**config.mk**
```make
export PLATFORM = sky130hd
export DESIGN_NAME = tte_decode
export DESIGN_NICKNAME = d
export VERILOG_FILES = /design/src/assert_macros.svh /design/src/tte_pkg.sv /design/src/tte_decode.sv
export SDC_FILE = /design/constraint.sdc
export NUM_CORES = 1
export LEC_CHECK = 0
export ABC_AREA = 1
export BUFFER_PORTS_ARGS = -buffer_cell sky130_fd_sc_hd__buf_2
export CORE_UTILIZATION = 54
export DETAILED_ROUTE_END_ITERATION = 12
export GPL_ROUTABILITY_DRIVEN = 0
export PLACE_DENSITY = 0.85
export SLEW_MARGIN = 20
export SYNTH_ARGS = -nofsm -noshare
export SYNTH_HDL_FRONTEND = slang
export SYNTH_SLANG_ARGS = --single-unit
```
**constraint.sdc**
```tcl
create_clock -name vclk -period 3.16
set_clock_uncertainty 0.15 [all_clocks]
set_input_delay 0.316 -clock vclk [all_inputs]
set_output_delay 0.316 -clock vclk [all_outputs]
set_load 0.02 [all_outputs]
```
**src/assert_macros.svh**
```systemverilog
// assertion macros used by the top-level rtl file
`ifndef ASSERT_MACROS_SVH
`define ASSERT_MACROS_SVH

// same-cycle implication, off while in reset
`define ASSERT_IMP(label, clk, rst, pre, post) \
  label: assert property (@(posedge clk) disable iff (rst) (pre) |-> (post)) \
    else $error("assertion failed: same-cycle implication");

// next-cycle implication, off while in reset
`define ASSERT_NXT(label, clk, rst, pre, post) \
  label: assert property (@(posedge clk) disable iff (rst) (pre) |=> (post)) \
    else $error("assertion failed: next-cycle implication");

`endif

```
**src/tte_pkg.sv**
```systemverilog
// types and constants of the text terminal escape engine
package tte_pkg;

  // sequencer states of the top level
  typedef enum logic [2:0] {
    S_CLEAR,
    S_IDLE,
    S_EXEC,
    S_RDATA,
    S_SCR_RD,
    S_SCR_WR,
    S_FILL,
    S_DONE
  } eng_state_t;

  // escape parser states
  typedef enum logic [3:0] {
    PS_START,
    PS_ESC,
    PS_BRACKET,
    PS_NUM1,
    PS_QUEST,
    PS_SEMI,
    PS_NUM2,
    PS_NUM3,
    PS_PAGE
  } parse_state_t;

  // cursor movement requested by a byte
  typedef enum logic [3:0] {
    CUR_NONE,
    CUR_LEFT,
    CUR_RIGHT,
    CUR_UP,
    CUR_DOWN,
    CUR_TAB,
    CUR_NEWLINE,
    CUR_CR,
    CUR_HOME,
    CUR_MOVE
  } cur_op_t;

  // buffer blanking requested by a byte
  typedef enum logic [1:0] {
    FILL_NONE,
    FILL_LINE,
    FILL_SCREEN,
    FILL_ERASE
  } fill_op_t;

  // decoded action of one console byte
  typedef struct packed {
    parse_state_t next;
    logic         fn_we;
    logic [6:0]   fn_val;
    logic         sn_we;
    logic [7:0]   sn_val;
    logic         set_shown;
    logic         shown_val;
    logic         set_wrap;
    logic         wrap_val;
    cur_op_t      cur;
    fill_op_t     fill;
    logic         put;
    logic [7:0]   put_val;
  } dec_t;

  // configuration register indexes
  localparam int         CFG_IDX_W   = 2;
  localparam logic [1:0] REG_COLUMNS = 2'd0;
  localparam logic [1:0] REG_ROWS    = 2'd1;

  // screen size after reset
  localparam int COLS_RESET = 80;
  localparam int ROWS_RESET = 25;

  // tab stop spacing
  localparam int TAB_STEP = 8;

  // number field limits and the cursor show/hide mode number
  localparam logic [9:0]  NUM1_LIMIT = 10'd99;
  localparam logic [10:0] NUM2_LIMIT = 11'd199;
  localparam logic [6:0]  SHOW_MODE  = 7'd25;

  // byte codes
  localparam logic [7:0] CH_BS     = 8'h08;
  localparam logic [7:0] CH_TAB    = 8'h09;
  localparam logic [7:0] CH_LF     = 8'h0A;
  localparam logic [7:0] CH_CR     = 8'h0D;
  localparam logic [7:0] CH_ESC    = 8'h1B;
  localparam logic [7:0] CH_SPACE  = 8'h20;
  localparam logic [7:0] CH_STAR   = 8'h2A;
  localparam logic [7:0] CH_PLUS   = 8'h2B;
  localparam logic [7:0] CH_ZERO   = 8'h30;
  localparam logic [7:0] CH_NINE   = 8'h39;
  localparam logic [7:0] CH_SEMI   = 8'h3B;
  localparam logic [7:0] CH_QUEST  = 8'h3F;
  localparam logic [7:0] CH_UP     = 8'h41;
  localparam logic [7:0] CH_DOWN   = 8'h42;
  localparam logic [7:0] CH_RIGHT  = 8'h43;
  localparam logic [7:0] CH_LEFT   = 8'h44;
  localparam logic [7:0] CH_HOME   = 8'h48;
  localparam logic [7:0] CH_CLR_J  = 8'h4A;
  localparam logic [7:0] CH_CLR_K  = 8'h4B;
  localparam logic [7:0] CH_ERASE  = 8'h58;
  localparam logic [7:0] CH_LBRACK = 8'h5B;
  localparam logic [7:0] CH_PAGE   = 8'h64;
  localparam logic [7:0] CH_SHOW   = 8'h68;
  localparam logic [7:0] CH_HIDE   = 8'h6C;
  localparam logic [7:0] CH_GFX_LO = 8'h80;
  localparam logic [7:0] CH_GFX_HI = 8'h87;

endpackage

```
**src/tte_decode.sv**
```systemverilog
// escape parser: turns one console byte into an action
module tte_decode (
  input  tte_pkg::parse_state_t ps,
  input  logic [7:0]            c,
  input  logic [6:0]            first_num,
  input  logic [7:0]            second_num,
  output tte_pkg::dec_t         d
);
  import tte_pkg::*;

  logic        is_digit;
  logic [3:0]  digit;
  logic [9:0]  fn_prod;
  logic [10:0] sn_prod;

  // digit test and decimal accumulation
  always_comb begin
    is_digit = (c >= CH_ZERO) && (c <= CH_NINE);
    digit    = c[3:0];
    fn_prod  = ({3'b000, first_num} << 3) + ({3'b000, first_num} << 1) + {6'b0, digit};
    sn_prod  = ({3'b000, second_num} << 3) + ({3'b000, second_num} << 1) + {7'b0, digit};
  end

  // per-state byte handling
  always_comb begin
    d       = '0;
    d.next  = PS_START;
    d.cur   = CUR_NONE;
    d.fill  = FILL_NONE;
    unique case (ps)
      PS_START: begin
        priority if (c == CH_BS) begin
          d.cur = CUR_LEFT;
        end else if (c == CH_TAB) begin
          d.cur = CUR_TAB;
        end else if (c == CH_LF) begin
          d.cur = CUR_NEWLINE;
        end else if (c == CH_CR) begin
          d.cur = CUR_CR;
        end else if (c == CH_ESC) begin
          d.next = PS_ESC;
        end else if (c >= CH_SPACE) begin
          d.put     = 1'b1;
          d.put_val = (c >= CH_GFX_LO && c <= CH_GFX_HI) ? {5'b0, c[2:0]} : c;
          d.cur     = CUR_RIGHT;
        end
      end
      PS_ESC: begin
        if (c == CH_LBRACK) d.next = PS_BRACKET;
        else if (c == CH_PAGE) d.next = PS_PAGE;
      end
      PS_BRACKET: begin
        priority if (c == CH_QUEST) begin
          d.next = PS_QUEST;
        end else if (c == CH_UP) begin
          d.cur = CUR_UP;
        end else if (c == CH_DOWN) begin
          d.cur = CUR_DOWN;
        end else if (c == CH_RIGHT) begin
          d.cur = CUR_RIGHT;
        end else if (c == CH_LEFT) begin
          d.cur = CUR_LEFT;
        end else if (c == CH_HOME) begin
          d.cur = CUR_HOME;
        end else if (c == CH_CLR_J) begin
          d.fill = FILL_SCREEN;
        end else if (c == CH_CLR_K) begin
          d.fill = FILL_LINE;
        end else if (is_digit) begin
          d.fn_we  = 1'b1;
          d.fn_val = {3'b000, digit};
          d.next   = PS_NUM1;
        end
      end
      PS_NUM1, PS_NUM3: begin
        priority if (ps == PS_NUM1 && c == CH_SEMI) begin
          d.next = PS_SEMI;
        end else if (ps == PS_NUM1 && c == CH_ERASE) begin
          d.fill = FILL_ERASE;
        end else if (ps == PS_NUM3 && (c == CH_SHOW || c == CH_HIDE)) begin
          d.set_shown = (first_num == SHOW_MODE);
          d.shown_val = (c == CH_SHOW);
        end else if (is_digit) begin
          // a number past its limit drops the sequence
          if (fn_prod <= NUM1_LIMIT) begin
            d.fn_we  = 1'b1;
            d.fn_val = fn_prod[6:0];
            d.next   = ps;
          end
        end
      end
      PS_SEMI: begin
        if (is_digit) begin
          d.sn_we  = 1'b1;
          d.sn_val = {4'b0000, digit};
          d.next   = PS_NUM2;
        end
      end
      PS_QUEST: begin
        if (is_digit) begin
          d.fn_we  = 1'b1;
          d.fn_val = {3'b000, digit};
          d.next   = PS_NUM3;
        end
      end
      PS_NUM2: begin
        if (c == CH_HOME) begin
          d.cur = CUR_MOVE;
        end else if (is_digit) begin
          if (sn_prod <= NUM2_LIMIT) begin
            d.sn_we  = 1'b1;
            d.sn_val = sn_prod[7:0];
            d.next   = PS_NUM2;
          end
        end
      end
      PS_PAGE: begin
        if (c == CH_PLUS) begin
          d.set_wrap = 1'b1;
          d.wrap_val = 1'b1;
        end else if (c == CH_STAR) begin
          d.set_wrap = 1'b1;
          d.wrap_val = 1'b0;
        end
      end
      default: begin
        d.next = PS_START;
      end
    endcase
  end

endmodule

```
# --- Word level (Yosys, flattened, before mapping) ---
# Cells that the tools add are included.
op_classes:
  n_mux: 74
  n_reduce_logical: 8
  addsub: 4
  eq_ne: 30
  magnitude_cmp: 7
ops:
  columns: ["op", "count"]
  rows:
  - ["$mux 12", 11]
  - ["$mux 9", 11]
  - ["$eq 8x7->1 const B", 12]
  - ["$mux 4", 15]
  - ["$eq 8x4->1 const B", 4]
  - ["$eq 8x6->1 const B", 4]
  - ["$mux 2", 16]
  - ["$pmux 4 s7", 1]
  - ["$mux 8", 3]
  - ["$pmux 8 s3", 1]
  - ["$pmux 9 s2", 1]
  - ["$eq 4x3->1 const B", 4]
  - ["$ge 8x6->1 const B", 2]
  - ["$mux 3", 4]
  - ["$pmux 4 s3", 1]
  - ["$add 11x4->11", 1]
  - ["$add 11x9->11", 1]
  - ["$le 11x8->1 const B", 1]
  - ["$mux 11", 1]
  - ["$add 10x4->10", 1]
  - ["$add 10x8->10", 1]
  - ["$le 10x7->1 const B", 1]
  - ["$mux 10", 1]
  - ["$eq 4x2->1 const B", 2]
  - ["other kinds (14)", 23]
totals:
  word_cells: 123
  register_bits: 0

# --- Logic depth before layout (Yosys ltp) ---
# Gate-level depths: netlist of run 1.
logic_depth:
  word_depth: 12
  depth_mapped: 15
  mapped_depth_nobuf: 15

# --- Least setup slack after synthesis of run 1 ---
# Ideal clock, no wire load.
synth_path:
  path_kind: "input port to output port"
  start: "input c[3]"
  end: "output d[23] (netlist bit)"
  path_slack_ns: 0.333
  path_stages: 11
  path_buffers: 0
  arrival_time_ns: 2.361
  path_cell_list: "fa_1 -> fa_1 -> inv_1 -> nand2_1 -> a21oi_1 -> nand3_1 -> nand2_1 -> nor2_1 -> nor2_1 -> nand3_4 -> nor2_1"
synth_rtl:
  columns: ["item", "line", "text"]
  rows:
  - ["start, declared", "tte_decode.sv:4", "input logic [7:0] c,"]
  - ["end, declared", "tte_decode.sv:7", "output tte_pkg::dec_t d"]

==> flow_metrics.tcl, run 1 <==
set metrics [dict create \
    start_kind "input port" \
    syn_nets 430 \
    ant_nets 0 \
    worstPathMaxFanout 6 \
    synth_fa_ha_area_share_pct 22.0 \
    yosys_warnings 0 \
    grt_usage_pct 29.4 \
    yosys.area_share.simple_pct 52.9 \
    pin_count 67 \
    period_share_pct 96.3 \
    criticalPathCategory "input port to output pin" \
    combPwrFrac_pct 100.0 \
    yosysSeqAreaShare_pct 0 \
    setup-tns-final_ns 0 \
    rows 21 \
    hold_path.class "input port to output pin" \
    layout_common_cells "nand2_1, inv_1, buf_2" \
    nClkBuffers 0 \
    post_cts_buffers 0 \
    swShare_pct 65.1 \
    core_sq_um 3420 \
    p_per_area_nw_per_um2 148 \
    critPathCaptureType "output pin" \
    drt_iter0_drc 179 \
    cp.arrival_ns 2.58 \
    setup_viol 0 \
    final_nets 502 \
    yosysTopAreaCell "nand2_1" \
    seq_power_share_pct 0 \
    synth_compound_area_share_pct 10.4 \
    post-route-util_pct 70.0 \
    drive_gt1_share_pct 23.8 \
    vias 2613 \
    routed_wl_um 5750 \
    antenna_found_initial 0 \
    grt_pass1_wl_um 9680 \
    yosysUniqueCellTypes 27 \
    vdd_drop_max_mv 0.0991 \
    cp.required_ns 2.69 \
    diodes 0 \
    grt_max_degree 10 \
    first_pass_iters 4 \
    synthMuxAreaShare_pct 0 \
    synth_top_area_share_pct 21.7 \
    clkPwrFrac_pct 0 \
    synth-xor-area-share_pct 0.448 \
    grt_pass1_vias 2281 \
    final.min_clock_period_ns 3.04 \
    place_area_sq_um 2360 \
    detail_route.wl_per_cell_um 11.8 \
    via_per_inst 5.37 \
    total_power_mw 0.353 \
    grt_overflow 0 \
    p_sw_mw 0.230 \
    portBuffers 67 \
    syn2layout_area_growth_pct 22.3 \
    syn_inst 371 \
    avgSynthCellArea_sq_um 5.27 \
    seqCellArea_sq_um 0 \
    cap_violations 0 \
    synth_top_family_by_area "simple AND/OR/NAND/NOR gates" \
    fillers 336 \
    status "finished clean" \
    die_area_sq_um 3870 \
    die_width_um 62.2 \
    fp.dieH_um 62.2 \
    p_int_mw 0.123 \
    max_freq_ghz 0.328 \
    post-route-drc-count 0 \
    dp_hpwl_um 4890 \
    fin_area_sq_um 2390 \
    final_common_cell "nand2_1" \
    power_leakage_nw 1.51 \
    drv_slew 0 \
    start_util_pct 57.3 \
    worst_pin_slew_ns 0.456 \
    relSlewSlack_pct 69.5 \
    holdWs_ns 0.856 \
    seq_cells 0 \
    synth_area_leaders "nand2_1, ha_1, inv_1" \
    synth_area_sq_um 1960 \
    hold_viol 0 \
]
-- Yosys cell counts, types with 2 or more instances --
| cell type | n |
|---|---|
| nand3_2 | 4 |
| nand4_1 | 8 |
| ha_1 | 28 |
| nand2_1 | 113 |
| nand3_1 | 35 |
| a21oi_2 | 7 |
| fa_1 | 4 |
| o21ai_2 | 3 |
| o21ai_1 | 3 |
| inv_2 | 6 |
| nor2_4 | 3 |
| nor2_1 | 54 |
| inv_1 | 68 |
| nand2_2 | 2 |
| nor2_2 | 3 |
| a21oi_1 | 8 |
| nor4_1 | 4 |
| nand3b_1 | 2 |
| o21ai_0 | 6 |
| nor3_1 | 3 |
-- metal layers --
metal / vias to the layer above / track usage [%] / share of wire (%)
met4: 0 / 7.85 / 2.8
met1: 1148 / 39.8 / 44
met3: 20 / 0.919 / 6.8
li1: 1326 / - / -
met5: - / 0 / 0
met2: 119 / 50.8 / 46
-- power by group through the flow --
stage	combinational (mW)	sequential, mW	clock, mW
finish	0.353	0	0
global route	0.399	0	0
CTS	0.337	0	0
detailed placement	0.334	0	0
global placement	0.327	0	0
floorplan	0.244	0	0
-- kinds of logic after synthesis --
family / after synthesis
buffers and inverters: 74
adder cells (fa/ha/maj): 32
AND/OR/NAND/NOR: 233
AO/OA/AOI/OAI: 31
XOR/XNOR: 1
-- area by class of cell --
type,count,area [sq um],area share [%]
tap,46,57.6,2.41
inverter,74,278,11.6
multi-input combinational,298,1700,71.2
timing repair buffer,69,353,14.7
-- critical path: stages --
cell and delay, ns:
buf_2 0.14, fa_1 0.55, fa_2 0.43, nand2_1 0.08
nand3_1 0.11, nand3b_1 0.16, nand2_1 0.07, nand3_1 0.08
nand3_1 0.11, nor2_4 0.14, inv_2 0.09, nand3_1 0.12
buf_2 0.17
-- final timing paths --
kind                  start    end  slack, ns  depth (start not counted)
worst min-delay path   c[4]   d[4]       0.86                          4
worst max-delay path   c[3]  d[36]       0.12                         13
-- metrics by stage --
step / worst slack [ns] / cells
after floorplan: 0.333 / 371
after global placement: 0.125 / 486
after detailed placement: 0.0506 / 486
after CTS: 0.0439 / 486
after global routing: -0.0131 / 487
final: 0.116 / 487
-- what timing repair did --
| action | CTS | global route |
|---|---|---|
| setup endpoints to repair | 0 | 18 |
| hold endpoints to repair | 0 | 0 |
| hold buffers | 0 | 0 |
| gates resized for setup | 0 | 7 |
Note: power is estimated with default switching activity, not from simulation.
==> run 2: changes to the inputs <==
--- a/config.mk
+++ b/config.mk
@@ -11,6 +11,7 @@
 export DETAILED_ROUTE_END_ITERATION = 12
 export GPL_ROUTABILITY_DRIVEN = 0
 export PLACE_DENSITY = 0.85
+export RECOVER_POWER = 50
 export SLEW_MARGIN = 20
 export SYNTH_ARGS = -nofsm -noshare
 export SYNTH_HDL_FRONTEND = slang
==> run 2 against run 1 <==
Sequential share of layout area did not move. Combinational power barely moved. Wire length rose by 0.97%. Critical path type unchanged. First-iteration DRC count fell by 8.9%. Setup slack got worse by 0.0049 ns.
==> flow_metrics.tcl, run 2 (same netlist as run 1, synthesis figures left out) <==
set metrics [dict create \
    max_freq_ghz 0.328 \
    first_pass_iters 4 \
    critPathCaptureType "output pin" \
    dp_hpwl_um 4890 \
    rows 21 \
    place_area_sq_um 2360 \
    cp_slowest_cell "fa_1" \
    final.min_clock_period_ns 3.05 \
    cap_violations 0 \
    seqCellArea_sq_um 0 \
    crit_top_cell "nand3_1" \
    fp.dieH_um 62.2 \
    core_sq_um 3420 \
    cp.arrival_ns 2.58 \
    seq_cells 0 \
    grt_usage_pct 29.4 \
    critPathMaxStageDelay_ns 0.55 \
    detail_route.wl_per_cell_um 11.9 \
    worstPathMaxFanout 6 \
    final-instance-count-excl-fill 487 \
    pin_count 67 \
    drive_gt1_share_pct 20.0 \
    post_cts_buffers 0 \
    drv_slew 0 \
    syn2layout_area_growth_pct 21.2 \
    hold_path.class "input port to output pin" \
    worst_pin_slew_ns 0.454 \
    grt_overflow 0 \
    grt_pass1_vias 2281 \
    start_util_pct 57.3 \
    layout_common_cells "nand2_1, inv_1, nor2_1" \
    grt_pass1_wl_um 9680 \
    ctsResizeCount 0 \
    portBuffers 67 \
    via_per_inst 5.37 \
    grt_max_degree 10 \
    start_kind "input port" \
    die_area_sq_um 3870 \
    nClkBuffers 0 \
    final_common_cell "nand2_1" \
    hold_viol 0 \
    power_leakage_nw 1.44 \
    status "finished clean" \
    holdWs_ns 0.869 \
    path_buf_inv 3 \
    fin_area_sq_um 2370 \
    cp_top_family "adder cells" \
    relSlewSlack_pct 69.7 \
    die_width_um 62.2 \
    cts_hold_buf 0 \
    total_power_mw 0.352 \
    p_per_area_nw_per_um2 149 \
    dp_cells 486 \
    final_nets 502 \
    ant_nets 0 \
    crit_chain "buf_2 -> fa_1 -> fa_2 -> nand2_1 -> nand3_1 -> nand3b_1 -> nand2_1 -> nand3_1 -> nand3_1 -> nor2_4 -> inv_2 -> nand3_1 -> buf_2" \
    vias 2616 \
    diodes 0 \
    setup-tns-final_ns 0 \
    criticalPathCategory "input port to output pin" \
    setup_viol 0 \
    cp.required_ns 2.69 \
    vdd_drop_max_mv 0.0986 \
    period_share_pct 96.5 \
    routed_wl_um 5800 \
    drt_iter0_drc 163 \
    antenna_found_initial 0 \
    post-route-drc-count 0 \
]
==> run 2: cell count changes in the layout (fill, tap and decap cells not counted), sizes merged <==
| cell | change |
|---|---|
| buf | -17 |
| clkbuf | +17 |
==> run 2: final timing paths <==
path,from,endpoint,cells past startpoint
worst min-delay path,c[4],d[4],4
worst max-delay path,c[3],d[36],13
==> run 2: area by class of cell <==
type	count	area, sq um
multi-input combinational	298	1700
tap	46	57.6
fill	344	1040
timing repair buffer	69	332
inverter	74	278
==> run 2: layer usage <==
layer	global-route usage [%]	routed length, um	up-vias
met5	0	0	-
met4	7.85	161	0
met3	0.919	353	20
met2	50.8	2650	111
met1	39.8	2630	1159
li1	-	-	1326
==> run 2: power breakdown <==
part / total [mW] / leakage (nW) / switching [mW] / internal, mW
Sequential: 0 / 0 / 0 / 0
Combinational: 0.352 / 1.44 / 0.230 / 0.122
Clock: 0 / 0 / 0 / 0
==> run 2: per-stage QoR <==
step | setup slack [ns] | util, %
after floorplan | 0.333 | -
final | 0.111 | 69.4
after detailed placement | 0.0506 | 69.2
after global placement | 0.125 | 69.2
after global routing | -0.0131 | 69.4
after CTS | 0.0439 | 69.2
